<file path="src/rtl/core/ptb_pkg.sv">
// ----------------------------------------------------------------------------
// ptb_pkg
// Shared types, codes and the fixed pin map of the pin-mapped PWM timer bank.
// ----------------------------------------------------------------------------
package ptb_pkg;

    // Widths fixed by the item fields.
    localparam int DUTY_W   = 8;
    localparam int PIN_W    = 4;
    localparam int TIM_W    = 3;
    localparam int CH_W     = 2;
    localparam int USERS_W  = 3;
    localparam int LEVELS_W = 16;
    localparam int CFG_IDX_W = 2;

    // Pins that exist on each port.
    localparam int PINS_PER_PORT = 16;

    // Parameter defaults.
    localparam int NUM_TIMERS_DEF         = 5;
    localparam int CHANNELS_PER_TIMER_DEF = 4;

    // Configuration reset values.
    localparam logic [DUTY_W-1:0] PRESCALE_RESET = 8'd7;
    localparam logic [DUTY_W-1:0] PERIOD_RESET   = 8'd254;

    // Operation codes.
    typedef enum logic [2:0] {
        OP_TICK  = 3'd0,
        OP_START = 3'd1,
        OP_STOP  = 3'd2,
        OP_SET   = 3'd3,
        OP_GET   = 3'd4,
        OP_QUERY = 3'd5
    } opcode_t;

    // Configuration register indexes.
    typedef enum logic [CFG_IDX_W-1:0] {
        CFG_PRESCALE = 2'd0,
        CFG_PERIOD   = 2'd1
    } cfg_index_t;

    // One entry of the pin map.
    typedef struct packed {
        logic [TIM_W-1:0] tim;
        logic [CH_W-1:0]  ch;
        logic             coll;
        logic             cport;
        logic [PIN_W-1:0] cpin;
    } pin_entry_t;

    // Decoded pin of the current item.
    typedef struct packed {
        logic             supported;
        logic [TIM_W-1:0] tim;
        logic [CH_W-1:0]  ch;
        logic             has_coll;
        logic             other_port;
        logic [PIN_W-1:0] other_pin;
    } map_info_t;

    // Command from the control stage to one timer.
    typedef struct packed {
        logic              tick;
        logic              start;
        logic              stop;
        logic              set;
        logic [CH_W-1:0]   ch;
        logic [DUTY_W-1:0] duty;
    } tmr_cmd_t;

    // Fixed pin map: timer slot (0 for none), channel and collision partner.
    function automatic pin_entry_t pin_entry(input logic port, input logic [PIN_W-1:0] pin);
        pin_entry_t e;
        e = '0;
        unique case ({port, pin})
            5'h01:   e = '{tim: 3'd2, ch: 2'd1, coll: 1'b1, cport: 1'b1, cpin: 4'd3};
            5'h02:   e = '{tim: 3'd2, ch: 2'd2, coll: 1'b1, cport: 1'b1, cpin: 4'd10};
            5'h03:   e = '{tim: 3'd2, ch: 2'd3, coll: 1'b1, cport: 1'b1, cpin: 4'd11};
            5'h06:   e = '{tim: 3'd5, ch: 2'd0, coll: 1'b0, cport: 1'b0, cpin: 4'd0};
            5'h07:   e = '{tim: 3'd4, ch: 2'd0, coll: 1'b0, cport: 1'b0, cpin: 4'd0};
            5'h09:   e = '{tim: 3'd1, ch: 2'd1, coll: 1'b0, cport: 1'b0, cpin: 4'd0};
            5'h0a:   e = '{tim: 3'd1, ch: 2'd2, coll: 1'b0, cport: 1'b0, cpin: 4'd0};
            5'h10:   e = '{tim: 3'd3, ch: 2'd2, coll: 1'b0, cport: 1'b0, cpin: 4'd0};
            5'h11:   e = '{tim: 3'd3, ch: 2'd3, coll: 1'b0, cport: 1'b0, cpin: 4'd0};
            5'h13:   e = '{tim: 3'd2, ch: 2'd1, coll: 1'b1, cport: 1'b0, cpin: 4'd1};
            5'h14:   e = '{tim: 3'd3, ch: 2'd0, coll: 1'b0, cport: 1'b0, cpin: 4'd0};
            5'h15:   e = '{tim: 3'd3, ch: 2'd1, coll: 1'b0, cport: 1'b0, cpin: 4'd0};
            5'h1a:   e = '{tim: 3'd2, ch: 2'd2, coll: 1'b1, cport: 1'b0, cpin: 4'd2};
            5'h1b:   e = '{tim: 3'd2, ch: 2'd3, coll: 1'b1, cport: 1'b0, cpin: 4'd3};
            default: e = '0;
        endcase
        return e;
    endfunction

    // True when a pin's map entry names a timer and channel that are built.
    function automatic logic entry_ok(input pin_entry_t e, input logic [PIN_W-1:0] pin,
                                      input int num_timers, input int num_ch);
        logic ok;
        ok = (e.tim != '0) && (int'(e.tim) <= num_timers) && (int'(e.ch) < num_ch)
             && (int'(pin) < PINS_PER_PORT);
        return ok;
    endfunction

endpackage

</file>
<file path="src/rtl/core/ptb_pin_map.sv">
// ----------------------------------------------------------------------------
// ptb_pin_map
// Decodes a port and pin into timer slot, channel and collision partner.
// ----------------------------------------------------------------------------
module ptb_pin_map #(
    parameter int NUM_TIMERS         = ptb_pkg::NUM_TIMERS_DEF,
    parameter int CHANNELS_PER_TIMER = ptb_pkg::CHANNELS_PER_TIMER_DEF
) (
    input  logic                      port,
    input  logic [ptb_pkg::PIN_W-1:0] pin,
    output ptb_pkg::map_info_t        info
);
    import ptb_pkg::*;

    pin_entry_t entry;
    pin_entry_t partner;
    logic       entry_valid;
    logic       partner_valid;

    // Look up the pin and its partner, then drop entries that are not built.
    always_comb
    begin
        entry         = pin_entry(port, pin);
        partner       = pin_entry(entry.cport, entry.cpin);
        entry_valid   = entry_ok(entry, pin, NUM_TIMERS, CHANNELS_PER_TIMER);
        partner_valid = entry_ok(partner, entry.cpin, NUM_TIMERS, CHANNELS_PER_TIMER);

        info = '0;
        if (entry_valid)
        begin
            info.supported = 1'b1;
            info.tim       = entry.tim;
            info.ch        = entry.ch;
            if (entry.coll && partner_valid)
            begin
                info.has_coll   = 1'b1;
                info.other_port = entry.cport;
                info.other_pin  = entry.cpin;
            end
        end
    end

endmodule

</file>
<file path="src/rtl/core/ptb_timer.sv">
// ----------------------------------------------------------------------------
// ptb_timer
// One edge-aligned PWM timer: prescaler, period counter, user count and
// per-channel enable, preload and active duty.
// ----------------------------------------------------------------------------
module ptb_timer #(
    parameter int CHANNELS_PER_TIMER = ptb_pkg::CHANNELS_PER_TIMER_DEF
) (
    input  logic                       clk,
    input  logic                       rst_n,
    input  ptb_pkg::tmr_cmd_t          cmd,
    input  logic [ptb_pkg::DUTY_W-1:0] prescale_div,
    input  logic [ptb_pkg::DUTY_W-1:0] period_top,
    output logic [ptb_pkg::DUTY_W-1:0] preload [CHANNELS_PER_TIMER],
    output logic [CHANNELS_PER_TIMER-1:0] level
);
    import ptb_pkg::*;

    logic [DUTY_W-1:0]  preload_reg  [CHANNELS_PER_TIMER];
    logic [DUTY_W-1:0]  preload_next [CHANNELS_PER_TIMER];
    logic [DUTY_W-1:0]  active_reg   [CHANNELS_PER_TIMER];
    logic [DUTY_W-1:0]  active_next  [CHANNELS_PER_TIMER];
    logic [CHANNELS_PER_TIMER-1:0] enable_reg;
    logic [CHANNELS_PER_TIMER-1:0] enable_next;
    logic [USERS_W-1:0] users_reg;
    logic [USERS_W-1:0] users_next;
    logic [DUTY_W-1:0]  count_reg;
    logic [DUTY_W-1:0]  count_next;
    logic [DUTY_W-1:0]  presc_reg;
    logic [DUTY_W-1:0]  presc_next;

    // Channel commands and counter advance for one item.
    always_comb
    begin
        preload_next = preload_reg;
        active_next  = active_reg;
        enable_next  = enable_reg;
        users_next   = users_reg;
        count_next   = count_reg;
        presc_next   = presc_reg;

        for (int c = 0; c < CHANNELS_PER_TIMER; c++)
        begin
            if (cmd.ch == CH_W'(c))
            begin
                if (cmd.start)
                begin
                    preload_next[c] = '0;
                    if (!enable_reg[c])
                    begin
                        enable_next[c] = 1'b1;
                        users_next     = users_reg + 1'b1;
                    end
                end
                if (cmd.stop && enable_reg[c])
                begin
                    enable_next[c] = 1'b0;
                    users_next     = users_reg - 1'b1;
                end
                if (cmd.set)
                begin
                    preload_next[c] = cmd.duty;
                end
            end
        end

        if (cmd.tick && (users_reg != '0))
        begin
            if (presc_reg >= prescale_div)
            begin
                presc_next = '0;
                if (count_reg >= period_top)
                begin
                    count_next  = '0;
                    active_next = preload_reg;
                end
                else
                begin
                    count_next = count_reg + 1'b1;
                end
            end
            else
            begin
                presc_next = presc_reg + 1'b1;
            end
        end
    end

    // Timer state.
    always_ff @(posedge clk or negedge rst_n)
    begin
        if (!rst_n)
        begin
            for (int c = 0; c < CHANNELS_PER_TIMER; c++)
            begin
                preload_reg[c] <= '0;
                active_reg[c]  <= '0;
            end
            enable_reg <= '0;
            users_reg  <= '0;
            count_reg  <= '0;
            presc_reg  <= '0;
        end
        else
        begin
            preload_reg <= preload_next;
            active_reg  <= active_next;
            enable_reg  <= enable_next;
            users_reg   <= users_next;
            count_reg   <= count_next;
            presc_reg   <= presc_next;
        end
    end

    // Channel outputs: high while the count is below the active duty.
    always_comb
    begin
        for (int c = 0; c < CHANNELS_PER_TIMER; c++)
        begin
            preload[c] = preload_reg[c];
            level[c]   = enable_reg[c] && (users_reg != '0) && (count_reg < active_reg[c]);
        end
    end

endmodule

</file>
<file path="src/rtl/core/pin_mapped_pwm_timer_bank_unit.sv">
// ----------------------------------------------------------------------------
// pin_mapped_pwm_timer_bank_unit
// Bank of PWM timers addressed by GPIO port and pin through a fixed pin map.
//
//   Channel   Handshake               Payload
//   in        in_valid / in_ready     opcode, port, pin, duty
//   out       out_valid / out_ready   ok, read_duty, timer_number,
//                                     channel_number, has_collision,
//                                     other_port, other_pin,
//                                     port_a_levels, port_b_levels
//   cfg       cfg_valid / cfg_ready   cfg_index, cfg_data
//
// An item is taken into the input register, then applied to the timer state
// as its result is written to the result register; one item per cycle is
// sustained while the output is not stalled. The pin levels are decoded from
// the timer registers, which change only when an item is applied. A stalled
// output holds the input register; in_ready then drops until the result is
// taken. Reset clears all timer state and loads the default prescaler and
// period. cfg_ready is always high.
// ----------------------------------------------------------------------------
module pin_mapped_pwm_timer_bank_unit #(
    parameter int NUM_TIMERS         = ptb_pkg::NUM_TIMERS_DEF,
    parameter int CHANNELS_PER_TIMER = ptb_pkg::CHANNELS_PER_TIMER_DEF
) (
    input  logic                          clk,
    input  logic                          rst_n,
    // Input items
    input  logic                          in_valid,
    output logic                          in_ready,
    input  logic [2:0]                    opcode,
    input  logic                          port,
    input  logic [ptb_pkg::PIN_W-1:0]     pin,
    input  logic [ptb_pkg::DUTY_W-1:0]    duty,
    // Result items
    output logic                          out_valid,
    input  logic                          out_ready,
    output logic                          ok,
    output logic [ptb_pkg::DUTY_W-1:0]    read_duty,
    output logic [ptb_pkg::TIM_W-1:0]     timer_number,
    output logic [ptb_pkg::CH_W-1:0]      channel_number,
    output logic                          has_collision,
    output logic                          other_port,
    output logic [ptb_pkg::PIN_W-1:0]     other_pin,
    output logic [ptb_pkg::LEVELS_W-1:0]  port_a_levels,
    output logic [ptb_pkg::LEVELS_W-1:0]  port_b_levels,
    // Configuration writes
    input  logic                          cfg_valid,
    output logic                          cfg_ready,
    input  logic [ptb_pkg::CFG_IDX_W-1:0] cfg_index,
    input  logic [ptb_pkg::DUTY_W-1:0]    cfg_data
);
    import ptb_pkg::*;

    // Input register.
    logic              in_valid_reg;
    logic [2:0]        op_reg;
    logic              port_reg;
    logic [PIN_W-1:0]  pin_reg;
    logic [DUTY_W-1:0] duty_reg;

    // Configuration registers.
    logic [DUTY_W-1:0] prescale_reg;
    logic [DUTY_W-1:0] period_reg;

    // Result register.
    logic              out_valid_reg;
    logic              ok_reg,    ok_next;
    logic [DUTY_W-1:0] rd_reg,    rd_next;
    logic [TIM_W-1:0]  tn_reg,    tn_next;
    logic [CH_W-1:0]   cn_reg,    cn_next;
    logic              hc_reg,    hc_next;
    logic              oport_reg, oport_next;
    logic [PIN_W-1:0]  opin_reg,  opin_next;

    logic              out_free;
    logic              advance;
    map_info_t         info;
    tmr_cmd_t          cmd [NUM_TIMERS];
    logic [DUTY_W-1:0] tmr_preload [NUM_TIMERS][CHANNELS_PER_TIMER];
    logic [CHANNELS_PER_TIMER-1:0] tmr_level [NUM_TIMERS];

    assign out_free  = !out_valid_reg || out_ready;
    assign advance   = in_valid_reg && out_free;
    assign in_ready  = !in_valid_reg || out_free;
    assign cfg_ready = 1'b1;

    // Input register: holds the item until it is applied.
    always_ff @(posedge clk or negedge rst_n)
    begin
        if (!rst_n)
        begin
            in_valid_reg <= 1'b0;
        end
        else if (in_ready)
        begin
            in_valid_reg <= in_valid;
        end
    end

    always_ff @(posedge clk)
    begin
        if (in_valid && in_ready)
        begin
            op_reg   <= opcode;
            port_reg <= port;
            pin_reg  <= pin;
            duty_reg <= duty;
        end
    end

    // Configuration registers.
    always_ff @(posedge clk or negedge rst_n)
    begin
        if (!rst_n)
        begin
            prescale_reg <= PRESCALE_RESET;
            period_reg   <= PERIOD_RESET;
        end
        else if (cfg_valid)
        begin
            if (cfg_index == CFG_PRESCALE)
            begin
                prescale_reg <= cfg_data;
            end
            if (cfg_index == CFG_PERIOD)
            begin
                period_reg <= cfg_data;
            end
        end
    end

    // Pin decode of the held item.
    ptb_pin_map #(
        .NUM_TIMERS         (NUM_TIMERS),
        .CHANNELS_PER_TIMER (CHANNELS_PER_TIMER)
    ) u_map (
        .port (port_reg),
        .pin  (pin_reg),
        .info (info)
    );

    // Commands to the timers and the result fields.
    always_comb
    begin
        ok_next    = 1'b0;
        rd_next    = '0;
        tn_next    = '0;
        cn_next    = '0;
        hc_next    = 1'b0;
        oport_next = 1'b0;
        opin_next  = '0;

        for (int t = 0; t < NUM_TIMERS; t++)
        begin
            cmd[t]      = '0;
            cmd[t].ch   = info.ch;
            cmd[t].duty = duty_reg;
        end

        unique case (op_reg)
            OP_TICK:
            begin
                ok_next = 1'b1;
                for (int t = 0; t < NUM_TIMERS; t++)
                begin
                    cmd[t].tick = advance;
                end
            end
            OP_START, OP_STOP, OP_SET:
            begin
                ok_next = info.supported;
                for (int t = 0; t < NUM_TIMERS; t++)
                begin
                    if (advance && info.supported && (info.tim == TIM_W'(t + 1)))
                    begin
                        cmd[t].start = (op_reg == OP_START);
                        cmd[t].stop  = (op_reg == OP_STOP);
                        cmd[t].set   = (op_reg == OP_SET);
                    end
                end
            end
            OP_GET:
            begin
                ok_next = info.supported;
                for (int t = 0; t < NUM_TIMERS; t++)
                begin
                    for (int c = 0; c < CHANNELS_PER_TIMER; c++)
                    begin
                        if (info.supported && (info.tim == TIM_W'(t + 1))
                            && (info.ch == CH_W'(c)))
                        begin
                            rd_next = tmr_preload[t][c];
                        end
                    end
                end
            end
            OP_QUERY:
            begin
                ok_next    = info.supported;
                tn_next    = info.tim;
                cn_next    = info.ch;
                hc_next    = info.has_coll;
                oport_next = info.other_port;
                opin_next  = info.other_pin;
            end
            default:
            begin
                ok_next = 1'b0;
            end
        endcase
    end

    // Timer instances.
    for (genvar t = 0; t < NUM_TIMERS; t++)
    begin : g_tmr
        ptb_timer #(
            .CHANNELS_PER_TIMER (CHANNELS_PER_TIMER)
        ) u_timer (
            .clk          (clk),
            .rst_n        (rst_n),
            .cmd          (cmd[t]),
            .prescale_div (prescale_reg),
            .period_top   (period_reg),
            .preload      (tmr_preload[t]),
            .level        (tmr_level[t])
        );
    end

    // Result register.
    always_ff @(posedge clk or negedge rst_n)
    begin
        if (!rst_n)
        begin
            out_valid_reg <= 1'b0;
        end
        else if (out_free)
        begin
            out_valid_reg <= in_valid_reg;
        end
    end

    always_ff @(posedge clk)
    begin
        if (advance)
        begin
            ok_reg    <= ok_next;
            rd_reg    <= rd_next;
            tn_reg    <= tn_next;
            cn_reg    <= cn_next;
            hc_reg    <= hc_next;
            oport_reg <= oport_next;
            opin_reg  <= opin_next;
        end
    end

    // Pin levels from the timer state; the map folds to fixed wiring.
    always_comb
    begin
        pin_entry_t ea;
        pin_entry_t eb;
        port_a_levels = '0;
        port_b_levels = '0;
        for (int p = 0; p < LEVELS_W; p++)
        begin
            ea = pin_entry(1'b0, PIN_W'(p));
            eb = pin_entry(1'b1, PIN_W'(p));
            for (int t = 0; t < NUM_TIMERS; t++)
            begin
                for (int c = 0; c < CHANNELS_PER_TIMER; c++)
                begin
                    if (entry_ok(ea, PIN_W'(p), NUM_TIMERS, CHANNELS_PER_TIMER)
                        && (ea.tim == TIM_W'(t + 1)) && (ea.ch == CH_W'(c)))
                    begin
                        port_a_levels[p] = tmr_level[t][c];
                    end
                    if (entry_ok(eb, PIN_W'(p), NUM_TIMERS, CHANNELS_PER_TIMER)
                        && (eb.tim == TIM_W'(t + 1)) && (eb.ch == CH_W'(c)))
                    begin
                        port_b_levels[p] = tmr_level[t][c];
                    end
                end
            end
        end
    end

    assign out_valid      = out_valid_reg;
    assign ok             = ok_reg;
    assign read_duty      = rd_reg;
    assign timer_number   = tn_reg;
    assign channel_number = cn_reg;
    assign has_collision  = hc_reg;
    assign other_port     = oport_reg;
    assign other_pin      = opin_reg;

endmodule

</file>
<file path="config.mk">
export PLATFORM = sky130hd
export DESIGN_NAME = pin_mapped_pwm_timer_bank_unit
export DESIGN_NICKNAME = d
export VERILOG_FILES = /design/src/rtl/core/ptb_pkg.sv /design/src/rtl/core/ptb_pin_map.sv /design/src/rtl/core/ptb_timer.sv /design/src/rtl/core/pin_mapped_pwm_timer_bank_unit.sv
export SDC_FILE = /design/constraint.sdc
export NUM_CORES = 1
export LEC_CHECK = 0
export ABC_AREA = 1
export BUFFER_PORTS_ARGS = -buffer_cell sky130_fd_sc_hd__buf_2
export CORE_ASPECT_RATIO = 1.5
export CORE_MARGIN = 2
export CORE_UTILIZATION = 26
export CTS_BUF_LIST = sky130_fd_sc_hd__clkbuf_8 sky130_fd_sc_hd__clkbuf_16
export DETAILED_ROUTE_END_ITERATION = 16
export GPL_TIMING_DRIVEN = 0
export HOLD_SLACK_MARGIN = 0.02
export SETUP_SLACK_MARGIN = 0.4
export SLEW_MARGIN = 20
export SYNTH_ARGS = -nofsm -noshare
export SYNTH_HDL_FRONTEND = slang
export SYNTH_SLANG_ARGS = --single-unit
export TNS_END_PERCENT = 10
</file>
<file path="constraint.sdc">
create_clock -name clk -period 2.56 [get_ports clk]
set_input_delay 0.384 -clock clk [delete_from_list [all_inputs] [get_ports clk]]
set_output_delay 0.384 -clock clk [all_outputs]
set_load 0.03 [all_outputs]
</file>
==> results.cfg <==
[run_status]
status = finished, violations left
violations = negative setup slack

[cells_and_area]
stdcell_count = 4398
num_antenna_cells = 0
stdcell_area_um2 = 31000
layout-drive-gt1-share = 0.246
final_cell_mix = 584 x nand2_1, 372 x inv_1, 358 x dfrtp_1
layout_commonest_cell = nand2_1
syn_to_final_growth_pct = 31.4
fill_cells = 9144
seqCellArea_um2 = 10800
final_nets = 3418
largest_reg_flops = 160
multi_input_area_um2 = 12900

[clock_network]
cts_buffer_depth = 3
cts-root-buf = clkbuf_16
clkTransAtPathRegs_ns = 0.06
cts_inserted_buffers = 46
cts_tree = yes
clk_latency_ns = 0.59
clock-sinks = 426
htree_levels = 2

[logic_synthesis]
synthAdderAreaFrac = 0.0998
synth-seq-cells = 426
synth_compound_area_frac = 0.145
synth_top_area_share = 0.394
synthArstFlopShare = 0.894
synth_cell_types = 60
synth.avg_cell_area_um2 = 8.09
synth-edff-count = 35
synthSimpleGateAreaFrac = 0.201
yosys_warnings = 0
postSynthCellCount = 2915
yosys_most_used_dff = dfrtp_1
netlist_area_um2 = 23600
synth_top_area_cell = dfrtp_1
synth_xor_area_frac = 0.0100
synth_mux_area_frac = 0
synth.area.top_cells = dfrtp_1 39%, nand2_1 11%, ha_1 10%
synth_top_family_by_area = simple AND/OR/NAND/NOR gates
ys_seq_area_frac = 0.458

[timing]
tightest_slew_ns = 1.13
setup_viol = 70
fin_ws_ns = -0.264
finalSetupTns_ns = -5.34
hold_slack_ns = 0.0510
post-route-period-util = 1.10
grt_setup_unrepaired = true
clock_skew_ns = 0.0176
timing.final.crit_period_ns = 2.82
fmax_mhz = 354
slew_headroom = 0.244
hold_viol_final = 0
slew_violations = 0

[power_and_ir_drop]
ir_drop_mv = 0.600
pwr-share-seq = 0.375
switching_share = 0.379
p_clk_frac = 0.268
power_switching_mw = 9.52
p_leak_nw = 14.4
p_int_mw = 15.6
power_frac_comb = 0.357
p_per_area_nw_per_um2 = 810

[drt]
viasPerCell = 4.85
finalWirelength_mm = 78.9
drtAntennaViolNets = 0
drtPass1Iterations = 7
wl_per_cell_um = 17.9
drc = 0
drtIter0Drc = 1291
vias = 21314

[global_route]
antenna_found_initial = 0
grt_pass1_vias = 21167
grt_usage = 0.165
grt_start_max_net_pins = 98
overflow = 0
grt_pass1_wl_mm = 121

[setup_path]
cp-start-kind = register
critPathMaxFanout = 2
path_class = register to output pin
critPathRequiredTime_ns = 2.18
end_kind = output pin
critical_path_arrival_ns = 2.44

[die]
die_w_um = 250
dieHeight_um = 373
io_pins = 86
rows = 135
die-area_um2 = 93200
core-area_um2 = 90000
start_util = 0.262

[placed_design]
place_ws_ns = -0.734
place_hpwl_mm = 56.3
place_inst = 4166
gp_congestion = 0.939
placed_cell_area_um2 = 25700
port-buffer-count = 65

[worst_hold_path]
min_path_type = input pin to register

[run]
max_cap_violations = 0
## worst max-delay path, stage by stage, from the launching register on
cell	delay [ns]
dfrtp_2	0.42
ha_1	0.28
o21ai_1	0.07
nand2_1	0.06
a21o_1	0.16
a21oi_2	0.14
o21ai_2	0.07
and3_4	0.16
a2111oi_4	0.26
buf_4	0.23
## layer usage
| layer | up-vias | wire, um | global-route usage |
|---|---|---|---|
| li1 | 10112 | - | - |
| met1 | 10246 | 29700 | 0.184 |
| met2 | 672 | 39500 | 0.294 |
| met3 | 284 | 3740 | 0.0218 |
| met4 | 0 | 5930 | 0.108 |
| met5 | - | 0 | 0 |
## logic make-up (layout without fill, tap and decap cells)
| kind of cell | after synthesis | count (layout) |
|---|---|---|
| fa+ha+maj | 188 | 188 |
| simple gates | 1128 | 1128 |
| xor+xnor | 27 | 27 |
| flops | 426 | 426 |
| compound gates | 633 | 634 |
| other cells | 2 | 20 |
| buf+inv | 511 | 811 |
## layout make-up
| cell class | instances | area share |
|---|---|---|
| multi-input cells | 1997 | 0.415 |
| flip-flops and latches | 426 | 0.349 |
| repair buffers | 217 | 0.0630 |
| inverters | 435 | 0.0558 |
| well taps | 1164 | 0.0470 |
| clock buffers | 58 | 0.0425 |
| plain buffers | 76 | 0.0216 |
| clock inverters | 25 | 0.00610 |
## worst paths after layout
kind,from,to,slack [ns],depth (start not counted)
hold reg to reg,g_tmr[3].u_timer.active_reg[24]$_DFFE_PN0P_,g_tmr[3].u_timer.active_reg[24]$_DFFE_PN0P_,0.47,2
hold / removal,cfg_data[6],period_reg[6]$_DFFE_PN1P_,0.05,3
min in group asynchronous,rst_n,g_tmr[1].u_timer.presc_reg[3]$_DFFE_PN0P_,0.25,2
setup / recovery,g_tmr[4].u_timer.count_reg[1]$_DFFE_PN0P_,port_a_levels[6],-0.26,9
setup reg to reg,u_map.entry[6]$_DFF_P_,read_duty[0]$_SDFFCE_PP0P_,-0.16,15
max in group asynchronous,rst_n,g_tmr[2].u_timer.count_reg[5]$_DFFE_PN0P_,0.67,5
## through the flow
step / utilization / power, mW
after floorplan: - / 14.0
after global placement: 0.284 / 16.1
after detailed placement: 0.285 / 16.4
after CTS: 0.329 / 24.3
after global routing: 0.344 / 26.8
final: 0.344 / 25.1
## cells in the mapped netlist, drive strengths merged (6+ instances only)
cell / number
a21boi: 9
a21o: 6
a21oi: 150
and3: 13
buf: 39
clkbuf: 37
clkinv: 8
dfrtp: 371
dfstp: 10
dfxtp: 10
edfxtp: 35
ha: 188
inv: 427
nand2: 677
nand3: 57
nand4: 53
nor2: 244
nor3: 45
nor3b: 13
nor4: 10
o2111ai: 10
o211ai: 20
o21ai: 402
or2: 12
xor2: 24
## power by group through the flow
| stage | sequential (mW) | clock (mW) | combinational [mW] |
|---|---|---|---|
| floorplan | 9.05 | 0 | 4.90 |
| global placement | 9.42 | 0 | 6.69 |
| detailed placement | 9.44 | 0 | 6.91 |
| CTS | 9.37 | 6.85 | 8.07 |
| global route | 9.57 | 7.12 | 10.1 |
| finish | 9.41 | 6.73 | 8.96 |
## repair_timing
item,in CTS,in global routing
setup buffers,79,46
hold buffers,17,0
resized for setup,511,270
gates cloned,3,4
pin swaps,134,169
setup endpoints to repair,374,347
hold endpoints to repair,41,0
(Power assumes the default switching activity.)
